### src/lcs3_pkg.sv
// Shared types and constants for the three-sequence LCS length unit.
package lcs3_pkg;

  localparam int unsigned ElemW = 32;
  localparam int unsigned LenW  = 7;

  typedef enum logic [1:0] {
    ACT_APPEND_A = 2'd0,
    ACT_APPEND_B = 2'd1,
    ACT_APPEND_C = 2'd2,
    ACT_COMPUTE  = 2'd3
  } action_e;

  typedef enum logic [1:0] {
    ST_IDLE,
    ST_READ,
    ST_CALC,
    ST_EMIT
  } state_e;

  typedef struct packed {
    action_e                  action;
    logic signed [ElemW-1:0]  element_value;
  } item_t;

  typedef struct packed {
    logic [LenW-1:0] lcs_length;
    logic            overflow;
  } result_t;

  typedef struct packed {
    logic append;
    logic compute_start;
    logic read;
    logic calc;
    logic emit;
  } cmd_t;

  typedef struct packed {
    logic empty;
    logic last_cell;
  } status_t;

endpackage

### src/lcs3_ctrl.sv
// Controller state machine sequencing appends, cell walk and result strobe.
module lcs3_ctrl (
  input  logic              clk_i,
  input  logic              rst_ni,
  input  logic              start,
  input  lcs3_pkg::action_e action_i,
  input  lcs3_pkg::status_t status_i,
  output lcs3_pkg::cmd_t    cmd_o,
  output logic              busy,
  output logic              result_valid_o
);
  import lcs3_pkg::*;

  state_e state_q, state_d;
  logic   accept;

  assign accept = start && (state_q == ST_IDLE);

  always_ff @(posedge clk_i or negedge rst_ni) begin
    if (!rst_ni) begin
      state_q <= ST_IDLE;
    end else begin
      state_q <= state_d;
    end
  end

  always_comb begin
    state_d = state_q;
    case (state_q)
      ST_IDLE: begin
        if (accept && (action_i == ACT_COMPUTE)) begin
          state_d = status_i.empty ? ST_EMIT : ST_READ;
        end
      end
      ST_READ: state_d = ST_CALC;
      ST_CALC: state_d = status_i.last_cell ? ST_EMIT : ST_READ;
      ST_EMIT: state_d = ST_IDLE;
      default: state_d = ST_IDLE;
    endcase
  end

  always_comb begin
    cmd_o = '0;
    case (state_q)
      ST_IDLE: begin
        cmd_o.append        = accept && (action_i != ACT_COMPUTE);
        cmd_o.compute_start = accept && (action_i == ACT_COMPUTE);
      end
      ST_READ: cmd_o.read = 1'b1;
      ST_CALC: cmd_o.calc = 1'b1;
      ST_EMIT: cmd_o.emit = 1'b1;
      default: cmd_o = '0;
    endcase
  end

  assign busy           = (state_q != ST_IDLE);
  assign result_valid_o = (state_q == ST_EMIT);

endmodule

### config.mk
export PLATFORM = sky130hd
export DESIGN_NAME = lcs3_ctrl
export DESIGN_NICKNAME = d
export VERILOG_FILES = /design/src/lcs3_pkg.sv /design/src/lcs3_ctrl.sv
export SDC_FILE = /design/constraint.sdc
export NUM_CORES = 1
export LEC_CHECK = 0
export BUFFER_PORTS_ARGS = -buffer_cell sky130_fd_sc_hd__buf_2
export CAP_MARGIN = 25
export CORE_AREA = 5 5 42 44
export CTS_BUF_LIST = sky130_fd_sc_hd__clkbuf_2 sky130_fd_sc_hd__clkbuf_4 sky130_fd_sc_hd__clkbuf_8
export DETAILED_ROUTE_END_ITERATION = 10
export DIE_AREA = 0 0 47 49
export PLACE_DENSITY = 0.3
export SLEW_MARGIN = 20
export SYNTH_ARGS = -nofsm -noshare
export SYNTH_HDL_FRONTEND = slang
export SYNTH_SLANG_ARGS = --single-unit
export TNS_END_PERCENT = 10
### constraint.sdc
create_clock -name clk_i -period 2.4 [get_ports clk_i]
set_clock_uncertainty 0.2 [all_clocks]
set_input_delay 0.12 -clock clk_i [delete_from_list [all_inputs] [get_ports clk_i]]
set_output_delay 0.12 -clock clk_i [all_outputs]
set_load 0.03 [all_outputs]
==> results.json <==
{
  "fin_area_um2": 259,
  "initial_core_util_pct": 9.91,
  "ff2ff_setup_slack_ps": 1380,
  "layout_commonest_cell": "buf_2",
  "cts-root-buf": "clkbuf_4",
  "vias_per_cell": 3.36,
  "die_area_um2": 2300,
  "path_class": "flop to output port",
  "cp-end-kind": "output port",
  "gp_congestion": 0.671,
  "cts_tree": "yes",
  "drc": 0,
  "place_area_um2": 216,
  "dp.cells": 45,
  "vias": 168,
  "top_regs": "state_q x2",
  "critPathLaunch": "state_q[0]",
  "slew_headroom_pct": 86.6,
  "drtPass1Iterations": 2,
  "worst_pin_slew_ps": 201,
  "start_kind": "flop",
  "wl_um": 423,
  "tns_ps": 0,
  "final_cells": 50,
  "period_needed_ps": 1490,
  "largest_register_ffs": 2,
  "layout_setup_ws_ps": 910,
  "grt_overflow": 0,
  "rr_startpoint": "state_q[0]",
  "ir_drop_mv": 0.341,
  "maxSlewViolCount": 0,
  "syn_inst": 17,
  "n_antenna_cell": 0,
  "leakagePower_nw": 0.140,
  "crit_required_ps": 2080,
  "cts_inserted_buffers": 3,
  "syn_area_per_cell_um2": 8.17,
  "r2r-end": "state_q[1]",
  "drive_above_1_share_pct": 55.9,
  "drtAntennaViolNets": 0,
  "ctsHtreeMaxLevel": 1,
  "p_per_area_nw_per_um2": 1400,
  "fmax_ghz": 0.671,
  "reg2reg_depth": 2,
  "crit_end": "cmd_o[4]",
  "grt_pass1_wl_um": 648,
  "arrival_ps": 1170,
  "cts.sinks": 2,
  "clkTransAtPathRegs_ps": 30,
  "nets": 43,
  "ys_ff_latch": 2,
  "final-setup-viol-count": 0,
  "syn-cell-area_um2": 139,
  "cts_resized": 0,
  "rsz0062_at_grt": "no",
  "syn-num-nets": 24,
  "fp-row-count": 14,
  "finalHoldViolCount": 0,
  "drtIter0Drc": 1,
  "io_buffers": 13,
  "drv_cap": 0,
  "clockBufferDepth": 2,
  "clk_latency_ps": 220,
  "hold_slack_ps": 12.5,
  "ys_seq_area_share_pct": 36.0,
  "core_area_um2": 1400,
  "routedWlPerCell_um": 8.46,
  "top_register": "state_q",
  "fp.dieH_um": 49,
  "final_cell_mix": "buf_2 (13), clkbuf_4 (3), inv_1 (2), dlygate4sd3_1 (2), dfrtp_1 (2)",
  "area_growth_pct": 86.5,
  "dieWidth_um": 47,
  "grtUsageTotal_pct": 4.29,
  "yosys_warnings": 0,
  "hp-class": "input pin to flop",
  "pre_cts_slack_ps": 1120,
  "crit_fanout": 7,
  "grt_antenna_before_repair": 0,
  "ys_types": 15,
  "io_pins": 14,
  "status": "finished clean",
  "min_period_over_period_pct": 62.1,
  "grt_max_degree": 8,
  "grt_pass1_vias": 181
}
final cells by class:
| type | count | area [um2] |
|---|---|---|
| Tap cell | 16 | 20.0 |
| Clock buffer | 3 | 22.5 |
| Multi-Input combinational cell | 12 | 73.8 |
| Sequential cell | 2 | 50.0 |
| Inverter | 2 | 7.51 |
| Fill cell | 173 | 1140 |
| Timing Repair Buffer | 15 | 85.1 |
repair_timing:
item	4_1_cts	5_1_grt
setup buffers	0	0
hold endpoints to repair	3	0
hold buffers	2	0
cells by family (layout without fill, tap and decap cells):
family,after synthesis,after routing,share of synthesized area [%]
AOI/OAI and AO/OA,2,2,12.6
buffers and inverters,3,20,10.8
DFF,2,2,36.0
and+or+nand+nor,10,10,40.5
cells in the mapped netlist:
| library cell | instances | area (um2) |
|---|---|---|
| and2_2 | 1 | 7.51 |
| nand2_1 | 1 | 3.75 |
| and3_1 | 1 | 6.26 |
| nand3_1 | 1 | 5.00 |
| nand2b_1 | 1 | 6.26 |
| nor2_1 | 1 | 3.75 |
| buf_4 | 1 | 7.51 |
| nor3_1 | 1 | 5.00 |
| a22oi_2 | 1 | 12.5 |
| nor2b_1 | 1 | 6.26 |
| dfrtp_1 | 2 | 50.1 |
| a21oi_1 | 1 | 5.00 |
| inv_1 | 2 | 7.51 |
| nor2_2 | 1 | 6.26 |
| nand4_1 | 1 | 6.26 |
metrics by stage:
| stage | total power [W] | util (%) |
|---|---|---|
| finish | 0.000362 | 18.5 |
| global route | 0.000394 | 18.5 |
| CTS | 0.000373 | 18.5 |
| detailed placement | 0.000293 | 15.4 |
| global placement | 0.000293 | 15.4 |
| floorplan | 0.000238 | - |
critical path, stage by stage, from the launching register on:
cell     delay, ps
dfrtp_1        420
nor2_2         180
and3_1         160
buf_2          190
power breakdown:
| group | switching [W] | internal (W) | total (W) |
|---|---|---|---|
| Clock | 0.0000174 | 0.0000550 | 0.0000724 |
| Sequential | 0.0000279 | 0.0000509 | 0.0000788 |
| Combinational | 0.000140 | 0.0000701 | 0.000210 |
| Total | 0.000186 | 0.000176 | 0.000362 |
per-layer routing:
| metal | global-route usage, % | part of all wire, % | vias to the layer above |
|---|---|---|---|
| met4 | 5.53 | 0 | 0 |
| met5 | 0 | 0 | - |
| met3 | 1.11 | 9.7 | 0 |
| met1 | 4.17 | 40 | 69 |
| met2 | 6.11 | 49 | 8 |
| li1 | - | - | 91 |
worst min-delay path by stage:
stage	depth (start not counted)	endpoint	startpoint
6_report	3	state_q[0]	start
5_1_grt	3	state_q[1]	start
4_1_cts	2	state_q[0]	rst_ni
2_1_floorplan	0	state_q[0]	rst_ni
3_3_place_gp	1	state_q[0]	rst_ni
3_5_place_dp	1	state_q[0]	rst_ni
No activity file was read; power rests on OpenSTA's default activity.
